File: src/design/gskf_pkg.sv
// Shared types and constants for the gated scalar Kalman filter.
// Used by the controller, the datapath, the divider and the top level.
package gskf_pkg;

  localparam int ALTITUDE_WIDTH = 24;

  localparam int VAR_W  = 32;   // Q16.16 variance
  localparam int GATE_W = 23;   // innovation gate
  localparam int MS_W   = 16;   // millisecond intervals
  localparam int RUN_W  = 8;    // reject run counter
  localparam int K_W    = 16;   // Q0.16 gain
  localparam int KQ_W   = K_W + 1;

  localparam int INNOV_W = ALTITUDE_WIDTH + 1;
  localparam int CMP_W   = (INNOV_W > GATE_W) ? INNOV_W : GATE_W;
  localparam int SUM_W   = CMP_W + 1;

  // shared multiplier and divider
  localparam int MUL_A_W   = VAR_W;
  localparam int MUL_B_W   = KQ_W;
  localparam int PROD_W    = MUL_A_W + MUL_B_W;
  localparam int DVD_W     = VAR_W + MS_W;
  localparam int DVS_W     = VAR_W + 1;
  localparam int REM_W     = DVS_W + 1;
  localparam int DIV_CNT_W = $clog2(DVD_W + 1);
  localparam int PSUM_W    = DVD_W + 1;

  localparam int CFG_IDX_W  = 3;
  localparam int CFG_DATA_W = 32;

  typedef enum logic [CFG_IDX_W-1:0] {
    CFG_INITIAL_VARIANCE      = 3'd0,
    CFG_GATE_LIMIT            = 3'd1,
    CFG_RESEED_COUNT          = 3'd2,
    CFG_MAX_INTERVAL_MS       = 3'd3,
    CFG_PROCESS_NOISE         = 3'd4,
    CFG_REFERENCE_INTERVAL_MS = 3'd5,
    CFG_MEASUREMENT_NOISE     = 3'd6,
    CFG_CONVERGED_VARIANCE    = 3'd7
  } cfg_idx_e;

  typedef struct packed {
    logic [VAR_W-1:0]  initial_variance;
    logic [GATE_W-1:0] gate_limit;
    logic [RUN_W-1:0]  reseed_count;
    logic [MS_W-1:0]   max_interval_ms;
    logic [VAR_W-1:0]  process_noise;
    logic [MS_W-1:0]   reference_interval_ms;
    logic [VAR_W-1:0]  measurement_noise;
    logic [VAR_W-1:0]  converged_variance;
  } cfg_t;

  localparam cfg_t CFG_RESET = '{
    initial_variance:      32'd6553600,
    gate_limit:            23'd12800,
    reseed_count:          8'd3,
    max_interval_ms:       16'd10000,
    process_noise:         32'd32768,
    reference_interval_ms: 16'd1000,
    measurement_noise:     32'd1638400,
    converged_variance:    32'd262144
  };

  typedef struct packed {
    logic                             mode;
    logic signed [ALTITUDE_WIDTH-1:0] measured_altitude;
    logic [MS_W-1:0]                  elapsed_ms;
  } in_item_t;

  typedef struct packed {
    logic                             accepted;
    logic signed [ALTITUDE_WIDTH-1:0] estimate;
    logic                             converged;
  } out_item_t;

  // datapath operations issued by the controller
  typedef enum logic [3:0] {
    OP_NONE,
    OP_LOAD,
    OP_EVAL,
    OP_MUL_NOISE,
    OP_DIV_NOISE,
    OP_PSUM,
    OP_DIV_GAIN,
    OP_GAIN,
    OP_MUL_STEP,
    OP_MUL_VAR,
    OP_UPDATE,
    OP_EMIT
  } dp_op_e;

  // how the captured beat is handled
  typedef enum logic [1:0] {
    CLS_CLEAR,
    CLS_SEED,
    CLS_REJECT,
    CLS_UPDATE
  } cls_e;

  typedef struct packed {
    dp_op_e op;
  } dp_cmd_t;

  typedef struct packed {
    cls_e cls;
    logic div_busy;
  } dp_sts_t;

endpackage

File: src/design/gskf_div.sv
// Restoring divider, one quotient bit per cycle.
// Depends on gskf_pkg for operand widths.
module gskf_div import gskf_pkg::*; (
  input  logic                 clk_i,
  input  logic                 rst_ni,
  input  logic                 start_i,
  input  logic [REM_W-1:0]     rem_init_i,
  input  logic [DVD_W-1:0]     dividend_i,
  input  logic [DVS_W-1:0]     divisor_i,
  input  logic [DIV_CNT_W-1:0] count_i,
  output logic [DVD_W-1:0]     quot_o,
  output logic                 busy_o
);

  logic [DIV_CNT_W-1:0] cnt_q, cnt_d;
  logic [REM_W-1:0]     rem_q, rem_d;
  logic [DVD_W-1:0]     dvd_q, dvd_d;
  logic [DVD_W-1:0]     quot_q, quot_d;
  logic [DVS_W-1:0]     dvs_q, dvs_d;
  logic [REM_W-1:0]     rem_sh;
  logic                 ge;

  assign rem_sh = {rem_q[REM_W-2:0], dvd_q[DVD_W-1]};
  assign ge     = rem_sh >= REM_W'(dvs_q);

  always_comb begin
    cnt_d  = cnt_q;
    rem_d  = rem_q;
    dvd_d  = dvd_q;
    quot_d = quot_q;
    dvs_d  = dvs_q;
    if (start_i) begin
      cnt_d  = count_i;
      rem_d  = rem_init_i;
      dvd_d  = dividend_i;
      quot_d = '0;
      dvs_d  = divisor_i;
    end else if (cnt_q != '0) begin
      cnt_d  = cnt_q - DIV_CNT_W'(1);
      rem_d  = ge ? (rem_sh - REM_W'(dvs_q)) : rem_sh;
      dvd_d  = {dvd_q[DVD_W-2:0], 1'b0};
      quot_d = {quot_q[DVD_W-2:0], ge};
    end
  end

  always_ff @(posedge clk_i or negedge rst_ni) begin
    if (!rst_ni) begin
      cnt_q <= '0;
    end else begin
      cnt_q <= cnt_d;
    end
  end

  always_ff @(posedge clk_i) begin
    rem_q  <= rem_d;
    dvd_q  <= dvd_d;
    quot_q <= quot_d;
    dvs_q  <= dvs_d;
  end

  assign quot_o = quot_q;
  assign busy_o = cnt_q != '0;

endmodule

File: src/design/gskf_dp.sv
// Datapath: filter state, shared multiplier, shared divider and result register.
// Depends on gskf_pkg and gskf_div; driven by operations from gskf_ctrl.
module gskf_dp import gskf_pkg::*; (
  input  logic      clk_i,
  input  logic      rst_ni,
  input  cfg_t      cfg_i,
  input  in_item_t  in_data_i,
  input  dp_cmd_t   cmd_i,
  output dp_sts_t   sts_o,
  output out_item_t out_data_o
);

  localparam logic [KQ_W-1:0] GAIN_ONE = KQ_W'(1) << K_W;

  // filter state
  logic                             init_q;
  logic signed [ALTITUDE_WIDTH-1:0] est_q;
  logic [VAR_W-1:0]                 var_q;
  logic [RUN_W-1:0]                 rrun_q;

  // captured beat and working registers
  logic                             mode_q;
  logic signed [ALTITUDE_WIDTH-1:0] meas_q;
  logic [MS_W-1:0]                  dt_q;
  logic                             acc_q;
  logic                             neg_q;
  logic [GATE_W-1:0]                mag_q;
  logic [PROD_W-1:0]                prod_q;
  logic [VAR_W-1:0]                 p_q;
  logic [DVS_W-1:0]                 denom_q;
  logic [K_W-1:0]                   k_q;
  logic [GATE_W-1:0]                step_q;
  out_item_t                        out_q;

  logic [INNOV_W-1:0] innov;
  logic [INNOV_W-1:0] mag_full;
  logic               gate_rej;
  logic [RUN_W-1:0]   rrun_inc;
  logic               reseed;
  cls_e               cls;

  logic [MUL_A_W-1:0] mul_a;
  logic [MUL_B_W-1:0] mul_b;
  logic [PROD_W-1:0]  prod_d;

  logic                 div_start;
  logic [REM_W-1:0]     div_rem_init;
  logic [DVD_W-1:0]     div_dvd;
  logic [DVS_W-1:0]     div_dvs;
  logic [DIV_CNT_W-1:0] div_cnt;
  logic [DVD_W-1:0]     quot;
  logic                 div_busy;
  logic [MS_W-1:0]      ref_eff;

  logic [PSUM_W-1:0] psum;
  logic [VAR_W-1:0]  p_sat;
  logic [SUM_W-1:0]  est_w;
  logic [SUM_W-1:0]  step_w;
  logic [SUM_W-1:0]  est_upd;

  // innovation and gate
  assign innov    = {meas_q[ALTITUDE_WIDTH-1], meas_q} - {est_q[ALTITUDE_WIDTH-1], est_q};
  assign mag_full = innov[INNOV_W-1] ? (INNOV_W'(0) - innov) : innov;
  assign gate_rej = CMP_W'(mag_full) > CMP_W'(cfg_i.gate_limit);
  assign rrun_inc = (rrun_q == '1) ? rrun_q : rrun_q + RUN_W'(1);
  assign reseed   = rrun_inc >= cfg_i.reseed_count;

  always_comb begin
    if (mode_q) begin
      cls = CLS_CLEAR;
    end else if (!init_q) begin
      cls = CLS_SEED;
    end else if (gate_rej) begin
      cls = CLS_REJECT;
    end else begin
      cls = CLS_UPDATE;
    end
  end

  // shared multiplier operands
  always_comb begin
    mul_a = p_q;
    mul_b = GAIN_ONE - KQ_W'(k_q);
    case (cmd_i.op)
      OP_MUL_NOISE: begin
        mul_a = cfg_i.process_noise;
        mul_b = MUL_B_W'(dt_q);
      end
      OP_MUL_STEP: begin
        mul_a = MUL_A_W'(mag_q);
        mul_b = MUL_B_W'(k_q);
      end
      default: begin
        mul_a = p_q;
        mul_b = GAIN_ONE - KQ_W'(k_q);
      end
    endcase
  end

  assign prod_d = PROD_W'(mul_a) * PROD_W'(mul_b);

  // divider operands: noise scaling, then the gain with its quotient bounded to KQ_W bits
  assign ref_eff   = (cfg_i.reference_interval_ms == '0) ? MS_W'(1)
                                                         : cfg_i.reference_interval_ms;
  assign div_start = (cmd_i.op == OP_DIV_NOISE) || (cmd_i.op == OP_DIV_GAIN);

  always_comb begin
    if (cmd_i.op == OP_DIV_GAIN) begin
      div_rem_init = REM_W'(p_q[VAR_W-1:1]);
      div_dvd      = {p_q[0], {(DVD_W-1){1'b0}}};
      div_dvs      = denom_q;
      div_cnt      = DIV_CNT_W'(KQ_W);
    end else begin
      div_rem_init = '0;
      div_dvd      = prod_q[DVD_W-1:0];
      div_dvs      = DVS_W'(ref_eff);
      div_cnt      = DIV_CNT_W'(DVD_W);
    end
  end

  gskf_div u_div (
    .clk_i      (clk_i),
    .rst_ni     (rst_ni),
    .start_i    (div_start),
    .rem_init_i (div_rem_init),
    .dividend_i (div_dvd),
    .divisor_i  (div_dvs),
    .count_i    (div_cnt),
    .quot_o     (quot),
    .busy_o     (div_busy)
  );

  assign psum  = PSUM_W'(var_q) + PSUM_W'(quot);
  assign p_sat = (|psum[PSUM_W-1:VAR_W]) ? '1 : psum[VAR_W-1:0];

  assign est_w   = SUM_W'(est_q);
  assign step_w  = SUM_W'(step_q);
  assign est_upd = neg_q ? (est_w - step_w) : (est_w + step_w);

  // filter state
  always_ff @(posedge clk_i or negedge rst_ni) begin
    if (!rst_ni) begin
      init_q <= 1'b0;
      est_q  <= '0;
      var_q  <= '0;
      rrun_q <= '0;
    end else begin
      case (cmd_i.op)
        OP_EVAL: begin
          case (cls)
            CLS_CLEAR: init_q <= 1'b0;
            CLS_SEED: begin
              init_q <= 1'b1;
              est_q  <= meas_q;
              var_q  <= cfg_i.initial_variance;
              rrun_q <= '0;
            end
            CLS_REJECT: begin
              if (reseed) begin
                init_q <= 1'b1;
                est_q  <= meas_q;
                var_q  <= cfg_i.initial_variance;
                rrun_q <= '0;
              end else begin
                rrun_q <= rrun_inc;
              end
            end
            default: rrun_q <= '0;
          endcase
        end
        OP_UPDATE: begin
          est_q <= est_upd[ALTITUDE_WIDTH-1:0];
          var_q <= prod_q[VAR_W+K_W-1:K_W];
        end
        default: ;
      endcase
    end
  end

  // working registers
  always_ff @(posedge clk_i) begin
    case (cmd_i.op)
      OP_LOAD: begin
        mode_q <= in_data_i.mode;
        meas_q <= in_data_i.measured_altitude;
        dt_q   <= (in_data_i.elapsed_ms > cfg_i.max_interval_ms) ? cfg_i.max_interval_ms
                                                                   : in_data_i.elapsed_ms;
      end
      OP_EVAL: begin
        acc_q <= (cls != CLS_CLEAR) && ((cls != CLS_REJECT) || reseed);
        neg_q <= innov[INNOV_W-1];
        mag_q <= mag_full[GATE_W-1:0];
      end
      OP_MUL_NOISE, OP_MUL_STEP: prod_q <= prod_d;
      OP_MUL_VAR: begin
        prod_q <= prod_d;
        step_q <= prod_q[GATE_W+K_W-1:K_W];
      end
      OP_PSUM: begin
        p_q     <= p_sat;
        denom_q <= DVS_W'(p_sat) + DVS_W'(cfg_i.measurement_noise);
      end
      OP_GAIN: begin
        if (denom_q == '0) begin
          k_q <= '0;
        end else if (quot[K_W]) begin
          k_q <= '1;
        end else begin
          k_q <= quot[K_W-1:0];
        end
      end
      OP_EMIT: begin
        out_q.accepted  <= acc_q;
        out_q.estimate  <= est_q;
        out_q.converged <= init_q && (var_q < cfg_i.converged_variance);
      end
      default: ;
    endcase
  end

  assign sts_o.cls      = cls;
  assign sts_o.div_busy = div_busy;
  assign out_data_o     = out_q;

endmodule

File: src/design/gskf_ctrl.sv
// Controller: sequences one beat through the datapath and owns the handshakes.
// Depends on gskf_pkg for the command and status structs.
module gskf_ctrl import gskf_pkg::*; (
  input  logic    clk_i,
  input  logic    rst_ni,
  input  logic    in_valid_i,
  output logic    in_stall_o,
  output logic    out_valid_o,
  input  logic    out_stall_i,
  input  dp_sts_t sts_i,
  output dp_cmd_t cmd_o
);

  typedef enum logic [3:0] {
    S_IDLE,
    S_EVAL,
    S_MUL_NOISE,
    S_DIV_NOISE,
    S_WAIT_NOISE,
    S_DIV_GAIN,
    S_WAIT_GAIN,
    S_MUL_STEP,
    S_MUL_VAR,
    S_UPDATE,
    S_EMIT
  } ctrl_state_e;

  ctrl_state_e state_q, state_d;
  logic        out_valid_q, out_valid_d;
  logic        emit;

  assign emit = (state_q == S_EMIT) && (!out_valid_q || !out_stall_i);

  always_comb begin
    state_d   = state_q;
    cmd_o.op  = OP_NONE;
    unique case (state_q)
      S_IDLE: begin
        if (in_valid_i) begin
          cmd_o.op = OP_LOAD;
          state_d  = S_EVAL;
        end
      end
      S_EVAL: begin
        cmd_o.op = OP_EVAL;
        state_d  = (sts_i.cls == CLS_UPDATE) ? S_MUL_NOISE : S_EMIT;
      end
      S_MUL_NOISE: begin
        cmd_o.op = OP_MUL_NOISE;
        state_d  = S_DIV_NOISE;
      end
      S_DIV_NOISE: begin
        cmd_o.op = OP_DIV_NOISE;
        state_d  = S_WAIT_NOISE;
      end
      S_WAIT_NOISE: begin
        // fold the predicted variance as soon as the quotient is final
        if (!sts_i.div_busy) begin
          cmd_o.op = OP_PSUM;
          state_d  = S_DIV_GAIN;
        end
      end
      S_DIV_GAIN: begin
        cmd_o.op = OP_DIV_GAIN;
        state_d  = S_WAIT_GAIN;
      end
      S_WAIT_GAIN: begin
        if (!sts_i.div_busy) begin
          cmd_o.op = OP_GAIN;
          state_d  = S_MUL_STEP;
        end
      end
      S_MUL_STEP: begin
        cmd_o.op = OP_MUL_STEP;
        state_d  = S_MUL_VAR;
      end
      S_MUL_VAR: begin
        cmd_o.op = OP_MUL_VAR;
        state_d  = S_UPDATE;
      end
      S_UPDATE: begin
        cmd_o.op = OP_UPDATE;
        state_d  = S_EMIT;
      end
      S_EMIT: begin
        // hold until the result register is free
        if (emit) begin
          cmd_o.op = OP_EMIT;
          state_d  = S_IDLE;
        end
      end
      default: state_d = S_IDLE;
    endcase
  end

  always_comb begin
    if (emit) begin
      out_valid_d = 1'b1;
    end else if (!out_stall_i) begin
      out_valid_d = 1'b0;
    end else begin
      out_valid_d = out_valid_q;
    end
  end

  always_ff @(posedge clk_i or negedge rst_ni) begin
    if (!rst_ni) begin
      state_q     <= S_IDLE;
      out_valid_q <= 1'b0;
    end else begin
      state_q     <= state_d;
      out_valid_q <= out_valid_d;
    end
  end

  assign in_stall_o  = state_q != S_IDLE;
  assign out_valid_o = out_valid_q;

endmodule

File: src/design/gated_scalar_kalman_filter.sv
// Gated scalar Kalman filter: top level with configuration registers.
// Clear, seed and reject beats pass through the load, evaluate and emit states; an accepted
// update also runs the serial divider for a 48-bit noise quotient and a 17-bit gain quotient.
// Throughput: one beat at a time; the next beat is taken in the cycle after a result is loaded.
// Reset: filter unseeded, estimate and variance zero, registers at their defaults.
module gated_scalar_kalman_filter import gskf_pkg::*; (
  input  logic                  clk_i,
  input  logic                  rst_ni,
  input  logic                  in_valid_i,
  output logic                  in_stall_o,
  input  in_item_t              in_data_i,
  output logic                  out_valid_o,
  input  logic                  out_stall_i,
  output out_item_t             out_data_o,
  input  logic                  cfg_we_i,
  input  logic [CFG_IDX_W-1:0]  cfg_idx_i,
  input  logic [CFG_DATA_W-1:0] cfg_wdata_i
);

  cfg_t    cfg_q;
  dp_cmd_t cmd;
  dp_sts_t sts;

  always_ff @(posedge clk_i or negedge rst_ni) begin
    if (!rst_ni) begin
      cfg_q <= CFG_RESET;
    end else if (cfg_we_i) begin
      unique case (cfg_idx_i)
        CFG_INITIAL_VARIANCE:      cfg_q.initial_variance      <= cfg_wdata_i;
        CFG_GATE_LIMIT:            cfg_q.gate_limit            <= cfg_wdata_i[GATE_W-1:0];
        CFG_RESEED_COUNT:          cfg_q.reseed_count          <= cfg_wdata_i[RUN_W-1:0];
        CFG_MAX_INTERVAL_MS:       cfg_q.max_interval_ms       <= cfg_wdata_i[MS_W-1:0];
        CFG_PROCESS_NOISE:         cfg_q.process_noise         <= cfg_wdata_i;
        CFG_REFERENCE_INTERVAL_MS: cfg_q.reference_interval_ms <= cfg_wdata_i[MS_W-1:0];
        CFG_MEASUREMENT_NOISE:     cfg_q.measurement_noise     <= cfg_wdata_i;
        CFG_CONVERGED_VARIANCE:    cfg_q.converged_variance    <= cfg_wdata_i;
        default: ;
      endcase
    end
  end

  gskf_ctrl u_ctrl (
    .clk_i       (clk_i),
    .rst_ni      (rst_ni),
    .in_valid_i  (in_valid_i),
    .in_stall_o  (in_stall_o),
    .out_valid_o (out_valid_o),
    .out_stall_i (out_stall_i),
    .sts_i       (sts),
    .cmd_o       (cmd)
  );

  gskf_dp u_dp (
    .clk_i      (clk_i),
    .rst_ni     (rst_ni),
    .cfg_i      (cfg_q),
    .in_data_i  (in_data_i),
    .cmd_i      (cmd),
    .sts_o      (sts),
    .out_data_o (out_data_o)
  );

  // an accepted beat keeps the input side busy in the following cycle
  assert property (@(posedge clk_i) disable iff (!rst_ni)
    in_valid_i && !in_stall_o |=> in_stall_o)
    else $error("input taken again right after a beat");

  // a new result only appears at the end of a beat's processing
  assert property (@(posedge clk_i) disable iff (!rst_ni)
    $rose(out_valid_o) |-> $past(in_stall_o) && !in_stall_o)
    else $error("result raised outside of beat completion");

  // nothing is emitted in the cycle right after a beat is taken
  assert property (@(posedge clk_i) disable iff (!rst_ni)
    in_valid_i && !in_stall_o |=> !$rose(out_valid_o))
    else $error("result raised before the beat was evaluated");

endmodule

File: config.mk
export PLATFORM = sky130hd
export DESIGN_NAME = gated_scalar_kalman_filter
export DESIGN_NICKNAME = d
export VERILOG_FILES = /design/src/design/gskf_pkg.sv /design/src/design/gskf_div.sv /design/src/design/gskf_dp.sv /design/src/design/gskf_ctrl.sv /design/src/design/gated_scalar_kalman_filter.sv
export SDC_FILE = /design/constraint.sdc
export NUM_CORES = 2
export LEC_CHECK = 0
export BUFFER_PORTS_ARGS = -buffer_cell sky130_fd_sc_hd__buf_2
export CAP_MARGIN = 40
export CORE_UTILIZATION = 45
export CTS_CLUSTER_SIZE = 30
export DETAILED_ROUTE_END_ITERATION = 16
export REMOVE_ABC_BUFFERS = 1
export SLEW_MARGIN = 20
export SYNTH_ARGS = -nofsm -noshare
export SYNTH_HDL_FRONTEND = slang
export SYNTH_SLANG_ARGS = --single-unit
File: constraint.sdc
create_clock -name clk_i -period 13.4 [get_ports clk_i]
set_clock_uncertainty 0.1 [all_clocks]
set_input_delay 1.34 -clock clk_i [delete_from_list [all_inputs] [get_ports clk_i]]
set_output_delay 1.34 -clock clk_i [all_outputs]
set_load 0.02 [all_outputs]
==> flow_summary.json <==
{
  "status": "completed",
  "wl_met3_mm": 11.40,
  "synth.distinct_cells": 94,
  "route.vias.total": 40850,
  "ys_seq_area_frac": 0.3416,
  "maxSlewHeadroom": 0.3793,
  "wl_per_cell_um": 22.46,
  "ios": 109,
  "die_h_um": 348.2,
  "coreArea_mm2": 0.1184,
  "initial_core_util": 0.4555,
  "dr.pass1.iters": 5,
  "first_global_vias": 40460,
  "synth-edff-count": 358,
  "drtAntennaViolNets": 0,
  "post-place-cells": 7052,
  "cp_data_arrival_time_ps": 11280,
  "dominantRegCellSynth": "edfxtp_1",
  "gp_congestion": 0.9384,
  "path_max_fanout": 12,
  "grt_overflow": 0,
  "cts_hold_buf": 0,
  "period_minus_slack_ps": 11000,
  "critical_path_class": "flip-flop to flip-flop",
  "die_w_um": 348.2,
  "end_kind": "flip-flop",
  "grt_first_pass_wirelength_mm": 248.6,
  "routed-wl-met2_mm": 73.78,
  "startpoint_type": "flip-flop",
  "htreeDepth": 3,
  "rsz0062_at_grt": "false",
  "yosys_warnings": 0,
  "synth.area.top_cells": "edfxtp_1, fa_1, dfrtp_1",
  "dp_hpwl_mm": 122.8,
  "clock_latency_ps": 670,
  "yosys.area.top_type": "edfxtp_1",
  "drc": 0,
  "async_flop_share": 0.3967,
  "synth_top_area_frac": 0.1993,
  "max_stage_delay_ps": 670,
  "synthTopCellsByCount": "nand2_1, inv_1, fa_1, edfxtp_1, nor2_1",
  "cts_resized": 0,
  "port_buffers": 108,
  "cts_tree": "built",
  "crit_slowest_cell": "or4_1",
  "die_area_mm2": 0.1212,
  "hold_violations": 0,
  "layoutNonFillerInstCount": 7215,
  "netlist_instances": 5512,
  "setup_violations": 0,
  "reg2reg_slack_ps": 2400,
  "post-cts-setup-buffers": 0,
  "synth_seq_cells": 673,
  "max_freq_mhz": 90.87,
  "clock_sinks": 673,
  "required_ps": 13680,
  "cp_common_cell": "fa_1",
  "final_util": 0.5002,
  "antenna_found_initial": 10,
  "nets": 6424,
  "drive_above_1_share": 0.1105,
  "grt_start_max_net_pins": 75,
  "maxSlewViolCount": 0,
  "syn2layout_area_growth_pct": 9.804,
  "worstMarginPinSlew_ps": 919.0,
  "synthesis.area_mm2": 0.05393,
  "wirelength_met1_mm": 69.08,
  "grt_usage": 0.2703,
  "dr.max_layer_used": "met5",
  "yosysMostFrequentCell": "nand2_1",
  "fp-row-count": 126,
  "avgSynthCellArea_um2": 9.785,
  "hp-class": "flip-flop to flip-flop",
  "post-route-period-util": 0.8212,
  "cap_violations": 0,
  "cts-root-buf": "clkbuf_16",
  "cts_max_path_buffers": 3,
  "cts_buffers": 81,
  "vias_per_cell": 5.661,
  "routed_wirelength_mm": 162.1,
  "first_iter_violations": 3490,
  "clkSlewWorstSetupHoldPaths_ps": 60
}
## final cells by class
type / instances / area [um^2]
Sequential cell: 673 / 18420
Fill cell: 10980 / 59180
Clock inverter: 32 / 300.3
Clock buffer: 119 / 2387
Timing Repair Buffer: 191 / 1308
Inverter: 734 / 2756
Multi-Input combinational cell: 3862 / 32030
Antenna cell: 4 / 10.01
Tap cell: 1600 / 2002
## critical path, delay by kind of cell, from the launching register on
family	cells	cell delay (ps)
simple gates	9	2870
flops	1	410
xor+xnor	1	100
buf+inv	5	690
fa+ha+maj	8	3710
compound gates	9	2820
## path summary, 6_finish.rpt
path | startpoint | end | cells past startpoint
worst max-delay path | u_dp.k_q[0] | u_dp.prod_q[46] | 32
min in group asynchronous | rst_ni | u_dp.rrun_q[2] | 1
worst min register to register | u_dp.u_div.quot_o[31] | u_dp.u_div.quot_o[31] | 2
worst min-delay path | u_dp.u_div.quot_o[31] | u_dp.u_div.quot_o[31] | 2
max in group asynchronous | rst_ni | cfg_q[18] | 5
worst max register to register | u_dp.k_q[0] | u_dp.prod_q[46] | 32
## metrics by stage
step	area [um^2]	worst slack, ps	hold WS [ps]	TNS, ps
after detailed placement	56400	2446	369.0	0
after floorplan	52970	-416.3	300.3	-1863
final	59220	2395	376.2	0
after global placement	56220	2195	341.9	0
after global routing	59210	1887	392.8	0
after CTS	59090	2357	376.9	0
## cells by family (layout without fill, tap and decap cells)
logic type | count (synthesis) | after routing | synth area share
other cells | 0 | 4 | 0
xor+xnor | 215 | 215 | 0.03519
compound gates | 1040 | 1040 | 0.1278
buf+inv | 977 | 1076 | 0.06890
fa+ha+maj | 800 | 800 | 0.2486
mux | 213 | 213 | 0.04406
simple gates | 1594 | 1594 | 0.1338
flops | 673 | 673 | 0.3416
## state kept, by name, summed over array words and instances (netlist names), 26 cells and up
register           flops
u_dp.u_div.dvs_q      33
u_dp.var_q            32
u_dp.u_div.dvd_q      48
u_dp.p_q              32
u_dp.prod_q           48
cfg_q                191
u_dp.out_data_o       26
u_dp.u_div.quot_o     48
u_dp.u_div.rem_q      33
u_dp.denom_q          33
## layer usage
layer,track usage,vias to the layer above
met2,0.4250,1476
met5,0,-
met3,0.04541,307
met4,0.1191,4
li1,-,18660
met1,0.3670,20400
## layout by cell type (no fill, tap or decap), types with 149 or more instances in the layout
cell type	count
nor2_1	352
dfrtp_1	243
inv_1	733
a21oi_1	250
nand2_1	751
xnor2_1	149
fa_1	453
mux2_2	195
ha_1	347
edfxtp_1	358
o21ai_0	253
Power is left out: the tool's default activity adds up to more than one toggle a clock period on the data nets, which glitch-free logic cannot reach.
